**src/rtl/six_bit_frame_decoder_assert.svh**
```systemverilog
// Assertion macros shared by the six-bit frame decoder RTL.
// Included by the modules that carry concurrent checks; needs no package.
`ifndef SIX_BIT_FRAME_DECODER_ASSERT_SVH
`define SIX_BIT_FRAME_DECODER_ASSERT_SVH

// Same-cycle implication, disabled while in reset.
`define SBFD_ASSERT_NOW(lbl, clk, rst_n, ante, cons, msg) \
	lbl: assert property (@(posedge clk) disable iff (!rst_n) (ante) |-> (cons)) \
		else $error(msg);

// Next-cycle implication, disabled while in reset.
`define SBFD_ASSERT_NEXT(lbl, clk, rst_n, ante, cons, msg) \
	lbl: assert property (@(posedge clk) disable iff (!rst_n) (ante) |=> (cons)) \
		else $error(msg);

`endif

```
**src/rtl/sbfd_pkg.sv**
```systemverilog
// Package of the six-bit frame decoder: types, register indexes and constants.
// Used by the interfaces and every module of the block; depends on nothing.
`default_nettype none

package sbfd_pkg;

	// Field widths of the channels.
	localparam int unsigned CHAR_W   = 8;
	localparam int unsigned BYTE_W   = 8;
	localparam int unsigned LEN_W    = 7;
	localparam int unsigned CFG_IDX_W = 8;
	localparam int unsigned CFG_DAT_W = 8;

	// Default frame length limit.
	localparam int unsigned MAX_FRAME_BYTES_DEF = 64;

	// Offset removed from every data character.
	localparam logic [CHAR_W-1:0] CHAR_BIAS = 8'h40;

	// Register indexes and reset values.
	localparam logic [CFG_IDX_W-1:0] REG_START_CHAR = 8'd0;
	localparam logic [CFG_IDX_W-1:0] REG_END_CHAR   = 8'd1;
	localparam logic [CHAR_W-1:0]    START_CHAR_RST = 8'd9;
	localparam logic [CHAR_W-1:0]    END_CHAR_RST   = 8'd10;

	// Decoder phase: idle, then the four character slots of a group.
	typedef enum logic [2:0] {
		PH_IDLE  = 3'd0,
		PH_SLOT1 = 3'd1,
		PH_SLOT2 = 3'd2,
		PH_SLOT3 = 3'd3,
		PH_SLOT4 = 3'd4
	} phase_t;

	// Configuration as seen by the decoder.
	typedef struct packed {
		logic [CHAR_W-1:0] start_char;
		logic [CHAR_W-1:0] end_char;
	} cfg_t;

	// One result item.
	typedef struct packed {
		logic              is_frame_end;
		logic [BYTE_W-1:0] data_byte;
		logic [LEN_W-1:0]  frame_length;
		logic              overflowed;
	} res_t;

endpackage

`default_nettype wire

```
**src/rtl/sbfd_char_if.sv**
```systemverilog
// Request channel carrying received characters into the decoder.
// Depends on sbfd_pkg for field widths.
`default_nettype none

interface sbfd_char_if
	import sbfd_pkg::*;
();
	logic              valid;
	logic              ready;
	logic [CHAR_W-1:0] rx_char;

	modport source (output valid, output rx_char, input ready);
	modport sink   (input valid, input rx_char, output ready);
endinterface

`default_nettype wire

```
**src/rtl/sbfd_res_if.sv**
```systemverilog
// Request channel carrying decoded bytes and frame-end records out.
// Depends on sbfd_pkg for field widths.
`default_nettype none

interface sbfd_res_if
	import sbfd_pkg::*;
();
	logic              valid;
	logic              ready;
	logic              is_frame_end;
	logic [BYTE_W-1:0] data_byte;
	logic [LEN_W-1:0]  frame_length;
	logic              overflowed;

	modport source (output valid, output is_frame_end, output data_byte,
		output frame_length, output overflowed, input ready);
	modport sink   (input valid, input is_frame_end, input data_byte,
		input frame_length, input overflowed, output ready);
endinterface

`default_nettype wire

```
**src/rtl/sbfd_cfg_if.sv**
```systemverilog
// Register write channel: index and write data with a valid/ready pair.
// Depends on sbfd_pkg for field widths.
`default_nettype none

interface sbfd_cfg_if
	import sbfd_pkg::*;
();
	logic                 valid;
	logic                 ready;
	logic [CFG_IDX_W-1:0] index;
	logic [CFG_DAT_W-1:0] data;

	modport source (output valid, output index, output data, input ready);
	modport sink   (input valid, input index, input data, output ready);
endinterface

`default_nettype wire

```
**src/rtl/six_bit_frame_decoder.sv**
```systemverilog
// Top level of the six-bit frame decoder: registers, decoder core, result register.
// Depends on sbfd_pkg, the three channel interfaces and the sbfd_* modules.
//
//  Channel | Role | Payload                                            | Request taken when
//  rx      | sink | rx_char                                            | rx.valid & rx.ready
//  res     | src  | is_frame_end, data_byte, frame_length, overflowed  | res.valid & res.ready
//  cfg     | sink | index, data                                        | cfg.valid & cfg.ready
//
// One character is taken per cycle while the result channel does not stall; its result,
// if any, is offered once the character has passed the input register, then the result register.
// The single result register sets the rate: rx.ready falls only while a result waits
// and is not taken, so a stalled result channel holds one character in the input stage.
// arst_n clears the phase, counters, valid flags and restores both start/end characters.
// cfg.ready is always high; register writes take effect on the next cycle.
`default_nettype none

module six_bit_frame_decoder
	import sbfd_pkg::*;
#(
	parameter int unsigned MAX_FRAME_BYTES = MAX_FRAME_BYTES_DEF
) (
	input  wire logic  clk,
	input  wire logic  arst_n,
	sbfd_char_if.sink  rx,
	sbfd_res_if.source res,
	sbfd_cfg_if.sink   cfg
);

	cfg_t regs;
	logic res_free;
	logic res_load;
	res_t res_d;

	// Start and end character registers.
	sbfd_cfg_regs u_cfg_regs (
		.clk    (clk),
		.arst_n (arst_n),
		.cfg    (cfg),
		.regs   (regs)
	);

	// Character decoding and frame tracking.
	sbfd_core #(
		.MAX_FRAME_BYTES (MAX_FRAME_BYTES)
	) u_core (
		.clk      (clk),
		.arst_n   (arst_n),
		.rx       (rx),
		.regs     (regs),
		.res_free (res_free),
		.res_load (res_load),
		.res_d    (res_d)
	);

	// Result holding register.
	sbfd_out_reg u_out_reg (
		.clk      (clk),
		.arst_n   (arst_n),
		.res_load (res_load),
		.res_d    (res_d),
		.res_free (res_free),
		.res      (res)
	);

endmodule

`default_nettype wire

```
**src/rtl/sbfd_cfg_regs.sv**
```systemverilog
// Configuration registers of the six-bit frame decoder (start and end characters).
// Depends on sbfd_pkg and the sbfd_cfg_if interface.
`default_nettype none

module sbfd_cfg_regs
	import sbfd_pkg::*;
(
	input  wire logic  clk,
	input  wire logic  arst_n,
	sbfd_cfg_if.sink   cfg,
	output cfg_t       regs
);

	logic [CHAR_W-1:0] start_char_q;
	logic [CHAR_W-1:0] end_char_q;
	logic              wr_en;

	// Writes are always taken; unknown indexes are dropped.
	assign cfg.ready = 1'b1;
	assign wr_en     = cfg.valid & cfg.ready;

	always_ff @(posedge clk or negedge arst_n) begin
		if (!arst_n) begin
			start_char_q <= START_CHAR_RST;
			end_char_q   <= END_CHAR_RST;
		end else if (wr_en) begin
			case (cfg.index)
				REG_START_CHAR: start_char_q <= cfg.data[CHAR_W-1:0];
				REG_END_CHAR:   end_char_q   <= cfg.data[CHAR_W-1:0];
				default: ;
			endcase
		end
	end

	assign regs.start_char = start_char_q;
	assign regs.end_char   = end_char_q;

endmodule

`default_nettype wire

```
**src/rtl/sbfd_core.sv**
```systemverilog
// Decoder core: input register, phase state machine and byte reassembly.
// Depends on sbfd_pkg, sbfd_char_if and the assertion macro header.
`default_nettype none
`include "six_bit_frame_decoder_assert.svh"

module sbfd_core
	import sbfd_pkg::*;
#(
	parameter int unsigned MAX_FRAME_BYTES = MAX_FRAME_BYTES_DEF
) (
	input  wire logic  clk,
	input  wire logic  arst_n,
	sbfd_char_if.sink  rx,
	input  wire cfg_t  regs,
	input  wire logic  res_free,
	output logic       res_load,
	output res_t       res_d
);

	localparam int unsigned CNT_W = $clog2(MAX_FRAME_BYTES + 1);
	localparam logic [CNT_W-1:0] CNT_MAX = CNT_W'(MAX_FRAME_BYTES);

	// Input stage.
	logic              valid_s1;
	logic [CHAR_W-1:0] rx_char_s1;
	logic              fire;

	// Frame state.
	phase_t            phase_q, phase_d;
	logic [BYTE_W-1:0] partial_q, partial_d;
	logic [CNT_W-1:0]  count_q, count_d;
	logic              ovf_q, ovf_d;

	// Decode signals.
	logic [CHAR_W-1:0]      v;
	logic                   is_start;
	logic                   is_end;
	logic                   byte_done;
	logic [BYTE_W-1:0]      byte_val;
	logic                   room;
	logic [CNT_W+LEN_W-1:0] len_ext;

	// The held character moves on when the result register can take its result.
	assign fire     = valid_s1 & res_free;
	assign rx.ready = ~valid_s1 | res_free;

	always_ff @(posedge clk or negedge arst_n) begin
		if (!arst_n) begin
			valid_s1 <= 1'b0;
		end else if (rx.ready) begin
			valid_s1 <= rx.valid;
		end
	end

	always_ff @(posedge clk) begin
		if (rx.valid && rx.ready) begin
			rx_char_s1 <= rx.rx_char;
		end
	end

	// Character classification and six-bit value.
	assign v        = rx_char_s1 - CHAR_BIAS;
	assign is_start = (rx_char_s1 == regs.start_char);
	assign is_end   = (rx_char_s1 == regs.end_char);
	assign room     = (count_q < CNT_MAX);

	// Next phase.
	always_comb begin
		phase_d = phase_q;
		if (fire) begin
			case (phase_q)
				PH_IDLE:  phase_d = is_start ? PH_SLOT1 : PH_IDLE;
				PH_SLOT1: phase_d = is_end ? PH_IDLE : PH_SLOT2;
				PH_SLOT2: phase_d = is_end ? PH_IDLE : PH_SLOT3;
				PH_SLOT3: phase_d = is_end ? PH_IDLE : PH_SLOT4;
				PH_SLOT4: phase_d = is_end ? PH_IDLE : PH_SLOT1;
				default:  phase_d = PH_IDLE;
			endcase
		end
	end

	// Byte reassembly: six bits per slot, most significant bits first.
	always_comb begin
		partial_d = partial_q;
		byte_done = 1'b0;
		byte_val  = '0;
		if (fire) begin
			if (phase_q == PH_IDLE) begin
				if (is_start) begin
					partial_d = '0;
				end
			end else if (is_end) begin
				partial_d = '0;
			end else begin
				case (phase_q)
					PH_SLOT1: begin
						partial_d = {v[5:0], 2'b00};
					end
					PH_SLOT2: begin
						byte_done = 1'b1;
						byte_val  = {partial_q[7:2], v[5:4]};
						partial_d = {v[3:0], 4'b0000};
					end
					PH_SLOT3: begin
						byte_done = 1'b1;
						byte_val  = {partial_q[7:4], v[5:2]};
						partial_d = {v[1:0], 6'b000000};
					end
					PH_SLOT4: begin
						byte_done = 1'b1;
						byte_val  = {partial_q[7:6], v[5:0]};
						partial_d = '0;
					end
					default: partial_d = '0;
				endcase
			end
		end
	end

	// Byte count, overflow flag and the result going to the output register.
	assign len_ext = (CNT_W + LEN_W)'(count_q);

	always_comb begin
		count_d  = count_q;
		ovf_d    = ovf_q;
		res_load = 1'b0;
		res_d    = '0;
		if (fire) begin
			if (phase_q == PH_IDLE) begin
				if (is_start) begin
					count_d = '0;
					ovf_d   = 1'b0;
				end
			end else if (is_end) begin
				res_load           = (count_q != '0);
				res_d.is_frame_end = 1'b1;
				res_d.frame_length = len_ext[LEN_W-1:0];
				res_d.overflowed   = ovf_q;
			end else if (byte_done) begin
				if (room) begin
					count_d         = count_q + CNT_W'(1);
					res_load        = 1'b1;
					res_d.data_byte = byte_val;
				end else begin
					ovf_d = 1'b1;
				end
			end
		end
	end

	always_ff @(posedge clk or negedge arst_n) begin
		if (!arst_n) begin
			phase_q   <= PH_IDLE;
			partial_q <= '0;
			count_q   <= '0;
			ovf_q     <= 1'b0;
		end else begin
			phase_q   <= phase_d;
			partial_q <= partial_d;
			count_q   <= count_d;
			ovf_q     <= ovf_d;
		end
	end

	// The byte count never passes the frame limit.
	`SBFD_ASSERT_NOW(a_count_bound, clk, arst_n, 1'b1, count_q <= CNT_MAX, "byte count above limit")
	// Overflow is only recorded once the frame is full.
	`SBFD_ASSERT_NOW(a_ovf_full, clk, arst_n, ovf_q, count_q == CNT_MAX, "overflow before frame full")
	// Nothing is emitted for a character seen while idle.
	`SBFD_ASSERT_NOW(a_idle_silent, clk, arst_n, fire && phase_q == PH_IDLE, !res_load, "result while idle")
	// A start character taken while idle opens a frame with a cleared count.
	`SBFD_ASSERT_NEXT(a_idle_open, clk, arst_n, fire && phase_q == PH_IDLE && is_start, phase_q == PH_SLOT1 && count_q == '0, "frame did not open")

endmodule

`default_nettype wire

```
**src/rtl/sbfd_out_reg.sv**
```systemverilog
// Result register of the six-bit frame decoder, driving the result channel.
// Depends on sbfd_pkg and the sbfd_res_if interface.
`default_nettype none

module sbfd_out_reg
	import sbfd_pkg::*;
(
	input  wire logic  clk,
	input  wire logic  arst_n,
	input  wire logic  res_load,
	input  wire res_t  res_d,
	output logic       res_free,
	sbfd_res_if.source res
);

	logic valid_q;
	res_t data_q;

	// The register is free when empty or being drained this cycle.
	assign res_free = ~valid_q | res.ready;

	always_ff @(posedge clk or negedge arst_n) begin
		if (!arst_n) begin
			valid_q <= 1'b0;
		end else if (res_free) begin
			valid_q <= res_load;
		end
	end

	always_ff @(posedge clk) begin
		if (res_free && res_load) begin
			data_q <= res_d;
		end
	end

	assign res.valid        = valid_q;
	assign res.is_frame_end = data_q.is_frame_end;
	assign res.data_byte    = data_q.data_byte;
	assign res.frame_length = data_q.frame_length;
	assign res.overflowed   = data_q.overflowed;

endmodule

`default_nettype wire
```
**src/flat_wrapper.sv**
```systemverilog
// flat-port wrapper written by rule: the top's interface ports become plain ports
module six_bit_frame_decoder_flat import sbfd_pkg::*;
#(
	parameter int unsigned MAX_FRAME_BYTES = MAX_FRAME_BYTES_DEF
)
  (clk, arst_n, rx_valid, rx_rx_char, rx_ready, res_valid, res_is_frame_end, res_data_byte, res_frame_length, res_overflowed, res_ready, cfg_valid, cfg_index, cfg_data, cfg_ready);
  sbfd_char_if rx_i ();
  sbfd_res_if res_i ();
  sbfd_cfg_if cfg_i ();
  input  wire logic clk;
  input  wire logic arst_n;
  input wire logic [$bits(rx_i.valid)-1:0] rx_valid;
  input wire logic [$bits(rx_i.rx_char)-1:0] rx_rx_char;
  output wire logic [$bits(rx_i.ready)-1:0] rx_ready;
  output wire logic [$bits(res_i.valid)-1:0] res_valid;
  output wire logic [$bits(res_i.is_frame_end)-1:0] res_is_frame_end;
  output wire logic [$bits(res_i.data_byte)-1:0] res_data_byte;
  output wire logic [$bits(res_i.frame_length)-1:0] res_frame_length;
  output wire logic [$bits(res_i.overflowed)-1:0] res_overflowed;
  input wire logic [$bits(res_i.ready)-1:0] res_ready;
  input wire logic [$bits(cfg_i.valid)-1:0] cfg_valid;
  input wire logic [$bits(cfg_i.index)-1:0] cfg_index;
  input wire logic [$bits(cfg_i.data)-1:0] cfg_data;
  output wire logic [$bits(cfg_i.ready)-1:0] cfg_ready;
  assign rx_i.valid = rx_valid;
  assign rx_i.rx_char = rx_rx_char;
  assign rx_ready = rx_i.ready;
  assign res_valid = res_i.valid;
  assign res_is_frame_end = res_i.is_frame_end;
  assign res_data_byte = res_i.data_byte;
  assign res_frame_length = res_i.frame_length;
  assign res_overflowed = res_i.overflowed;
  assign res_i.ready = res_ready;
  assign cfg_i.valid = cfg_valid;
  assign cfg_i.index = cfg_index;
  assign cfg_i.data = cfg_data;
  assign cfg_ready = cfg_i.ready;
  six_bit_frame_decoder #(.MAX_FRAME_BYTES(MAX_FRAME_BYTES)) u_core (.clk(clk), .arst_n(arst_n), .rx(rx_i), .res(res_i), .cfg(cfg_i));
endmodule
```
**config.mk**
```make
export PLATFORM = sky130hd
export DESIGN_NAME = six_bit_frame_decoder_flat
export DESIGN_NICKNAME = d
export VERILOG_FILES = /design/src/rtl/sbfd_pkg.sv /design/src/rtl/sbfd_char_if.sv /design/src/rtl/sbfd_res_if.sv /design/src/rtl/sbfd_cfg_if.sv /design/src/rtl/six_bit_frame_decoder.sv /design/src/rtl/sbfd_cfg_regs.sv /design/src/rtl/sbfd_core.sv /design/src/rtl/sbfd_out_reg.sv /design/src/flat_wrapper.sv
export VERILOG_INCLUDE_DIRS = /design/src /design/src/rtl
export SDC_FILE = /design/constraint.sdc
export NUM_CORES = 1
export LEC_CHECK = 0
export ABC_AREA = 1
export BUFFER_PORTS_ARGS = -buffer_cell sky130_fd_sc_hd__buf_4
export CAP_MARGIN = 20
export CORE_ASPECT_RATIO = 1.25
export CORE_MARGIN = 1
export CORE_UTILIZATION = 24
export DETAILED_ROUTE_END_ITERATION = 16
export SLEW_MARGIN = 5
export SYNTH_ARGS = -nofsm -noshare
export SYNTH_HDL_FRONTEND = slang
export SYNTH_HIERARCHICAL = 1
export SYNTH_SLANG_ARGS = --single-unit
```
**constraint.sdc**
```tcl
create_clock -name clk -period 2.75 [get_ports clk]
set_input_delay 0.1375 -clock clk [delete_from_list [all_inputs] [get_ports clk]]
set_output_delay 0.1375 -clock clk [all_outputs]
set_load 0.1 [all_outputs]
```
==> impl_metrics.tcl <==
set metrics [dict create \
    skew_ns 0.00664 \
    drive_gt1_share_pct 21.7 \
    rows 45 \
    yosys_register_bits 60 \
    clock-sinks 60 \
    core_area_sq_um 12200 \
    peakVddDrop_mv 0.323 \
    drtIter0Drc 107 \
    remaining_drc_errors 0 \
    reg2regPathDepth 10 \
    critPathCaptureType "flip-flop" \
    ant_nets 0 \
    yosysTopAreaCell "dfrtp_1" \
    yosysWarningCount 6 \
    reg2reg_to "u_core/u_out_reg/res.frame_length[1]$_DFFE_PP_" \
    setup_viol 0 \
    min_path_type "in -> reg" \
    maxSlewViolCount 0 \
    cts_root_buf "clkbuf_16" \
    crit_type "reg -> reg" \
    worst_path_max_delay_cell "dfstp_2" \
    grt_pass1_wl_um 11400 \
    max_stage_delay_ns 0.54 \
    cp.arrival_ns 2.23 \
    grt_max_degree 36 \
    fin_crit_ns 2.22 \
    worst_pin_slew_ns 0.851 \
    fin_crit_sh_pct 80.7 \
    cp_common_cell "nand2_2" \
    cts_buffers 9 \
    netlist_area_sq_um 3010 \
    antennaDiodeCount 0 \
    clockBufferDepth 2 \
    gp_congestion 0.829 \
    routedWlPerCell_um 11.2 \
    io-pin-count 49 \
    initial_core_util_pct 24.8 \
    p_leak_nw 1.81 \
    synth_nets 380 \
    synthTopCellsByArea "dfrtp_1 (26%), edfxtp_1 (25%), nand2_1 (13%), inv_1 (5.0%), nor2_1 (4.2%)" \
    ys_types 26 \
    crit_path_start "u_core/u_cfg_regs/end_char_q[1]$_DFFE_PN1P_" \
    path_cells "xnor2_1 -> nand2_1 -> nor2_1 -> nand2_2 -> nor2_2 -> nand2_2 -> a21oi_1 -> inv_1 -> a21oi_2 -> buf_4" \
    r2r_slack_ns 0.53 \
    hold_violations 0 \
    synthCells 349 \
    layout.area.seq_sq_um 1630 \
    rsz0062_at_grt "no" \
    run_status "finished clean" \
    final_cell_count_no_fill 583 \
    die_h_um 127 \
    power_density_nw_per_um2 890 \
    fmax_mhz 450 \
    cts_tree "built" \
    avgSynthCellArea_sq_um 8.63 \
    layout-area-overhead-vs-synth_pct 30.8 \
    maxCapViolations 0 \
    routed_via_density 4.21 \
    cp-start-kind "flip-flop" \
    grt_usage_pct 11.3 \
    fillers 1293 \
    multi_input_area_sq_um 1190 \
    routed_wl_um 6540 \
    antenna_found_initial 0 \
    ctsHtreeMaxLevel 3 \
    crit_path_end "u_core/u_out_reg/res.frame_length[1]$_DFFE_PP_" \
    first_pass_iters 4 \
    hold_ws_ns 0.0105 \
    fin_util_pct 32.4 \
    grt_pass1_vias 2499 \
    worstSkewPairLatency_ns 0.32 \
    grt.overflow.total 0 \
    crit_fanout 17 \
    r2r-start "u_core/u_cfg_regs/end_char_q[1]$_DFFE_PN1P_" \
    via_count 2453 \
    final_nets 445 \
    seq_area_frac_synth_pct 54.2 \
    die-area_sq_um 13000 \
    yosysTopAreaCellShare_pct 25.8 \
    clk_pin_slew_ns 0.05 \
    tns_ns 0 \
    required_ns 2.76 \
    total_power_mw 3.50 \
    fp.dieW_um 102 \
    relSlewSlack_pct 43.3 \
    hpwl_um 5060 \
    placedCellCount 559 \
    port_buffers 47 \
]
[stage by stage]
| stage | cell area, sq um | setup slack, ns |
|---|---|---|
| final | 3940 | 0.530 |
| after global placement | 3560 | 0.576 |
| after global routing | 3940 | 0.309 |
| after detailed placement | 3560 | 0.519 |
| after CTS | 3940 | 0.505 |
| after floorplan | 3010 | 0.125 |
[sequential cells by signal, indices dropped and copies added, names as in the netlist, 3 cells and up]
register	cells
u_core/u_out_reg/res.frame_length	7
u_core/u_out_reg/res.data_byte	8
u_core/u_core/rx_char_s1	8
u_core/u_cfg_regs/start_char_q	8
u_core/u_core/partial_q	6
u_core/u_core/phase_q	3
u_core/u_cfg_regs/end_char_q	8
u_core/u_core/count_q	7
[worst min path at each step]
| stage | start | to | slack (ns) | cells past startpoint |
|---|---|---|---|---|
| after detailed placement | arst_n | u_core/u_core/count_q[1]$_DFFE_PN0P_ | 0.13 | 1 |
| after global placement | arst_n | u_core/u_core/count_q[1]$_DFFE_PN0P_ | 0.12 | 1 |
| after global routing | rx_rx_char[0] | u_core/u_core/rx_char_s1[0]$_DFFE_PP_ | 0.0006 | 1 |
| after CTS | rx_rx_char[0] | u_core/u_core/rx_char_s1[0]$_DFFE_PP_ | 0.005 | 1 |
| after floorplan | arst_n | u_core/u_cfg_regs/end_char_q[0]$_DFFE_PN0P_ | -0.16 | 0 |
| final | rx_rx_char[0] | u_core/u_core/rx_char_s1[0]$_DFFE_PP_ | 0.01 | 1 |
[cell type report]
type                       instances  area share, %
sequential                        60           41.4
clock inverter                     4           1.24
timing repair buffer              57           11.4
multi-input combinational        241           30.2
tap                              164           5.21
clock buffer                      12           6.26
inverter                          45           4.29
[cells in the final DEF, fill, tap and decap left out, types with 3 or more instances in the layout]
cell           Yosys  final
clkbuf_16          0      9
buf_4              2     49
inv_1             40     40
a21oi_1           15     14
nor3_1             3      3
dfstp_2            4      4
nor2_1            34     34
edfxtp_1          25     25
nand2_4            3      3
o22ai_1            8      8
nand3_1           21     21
nand2_2            4      4
inv_2              5      5
o21ai_0           15     15
nand2_1          108    108
xnor2_1           11     11
nor4_1             3      3
nor2_2             5      5
dfrtp_1           31     31
nor2_4             3      3
dlygate4sd3_1      0      8
[logic make-up (layout without fill, tap and decap cells)]
family	Yosys count	after routing	synth area share, %
AND/OR/NAND/NOR	188	188	28.1
flip-flops	60	60	54.2
buffers and inverters	48	118	6.48
AO/OA/AOI/OAI	39	39	7.07
XOR/XNOR	11	11	3.20
adder cells (fa/ha/maj)	2	2	0.831
other	1	1	0.125
[power breakdown]
part           internal (mW)  switching (mW)
logic                  0.298           0.899
clock network          0.723           0.377
registers               1.11           0.101
total                   2.13            1.38
[timing repair]
| action | in CTS | in global routing |
|---|---|---|
| hold endpoints to repair | 38 | 0 |
| resized for setup | 0 | 0 |
| hold buffers | 8 | 0 |
| buffers inserted | 0 | 0 |
[Yosys cell counts]
cell type  count
nand2_1      108
inv_1         40
nor2_1        34
dfrtp_1       31
edfxtp_1      25
nand3_1       21
a21oi_1       15
o21ai_0       15
xnor2_1       11
o22ai_1        8
inv_2          5
nor2_2         5
dfstp_2        4
nand2_2        4
nand2_4        3
nor2_4         3
nor3_1         3
nor4_1         3
buf_4          2
ha_1           2
nand4_1        2
a211oi_2       1
buf_6          1
conb_1         1
nand3_4        1
nor2_8         1
[worst max-delay path, delay by kind of cell (launching register included)]
kind	cells	cell delay, ns
simple gates	5	0.67
flops	1	0.54
buf+inv	2	0.31
compound gates	2	0.26
xor+xnor	1	0.11
[metal layers]
layer	routed length, um	up-vias	global-route usage, %	part of all wire (%)
met5	0	-	0	0
li1	-	1249	-	-
met1	2840	1120	13.6	43
met4	131	0	4.87	2.0
met2	3230	73	19.0	49
met3	339	11	2.79	5.2
Power figures use the tool's default switching activity.
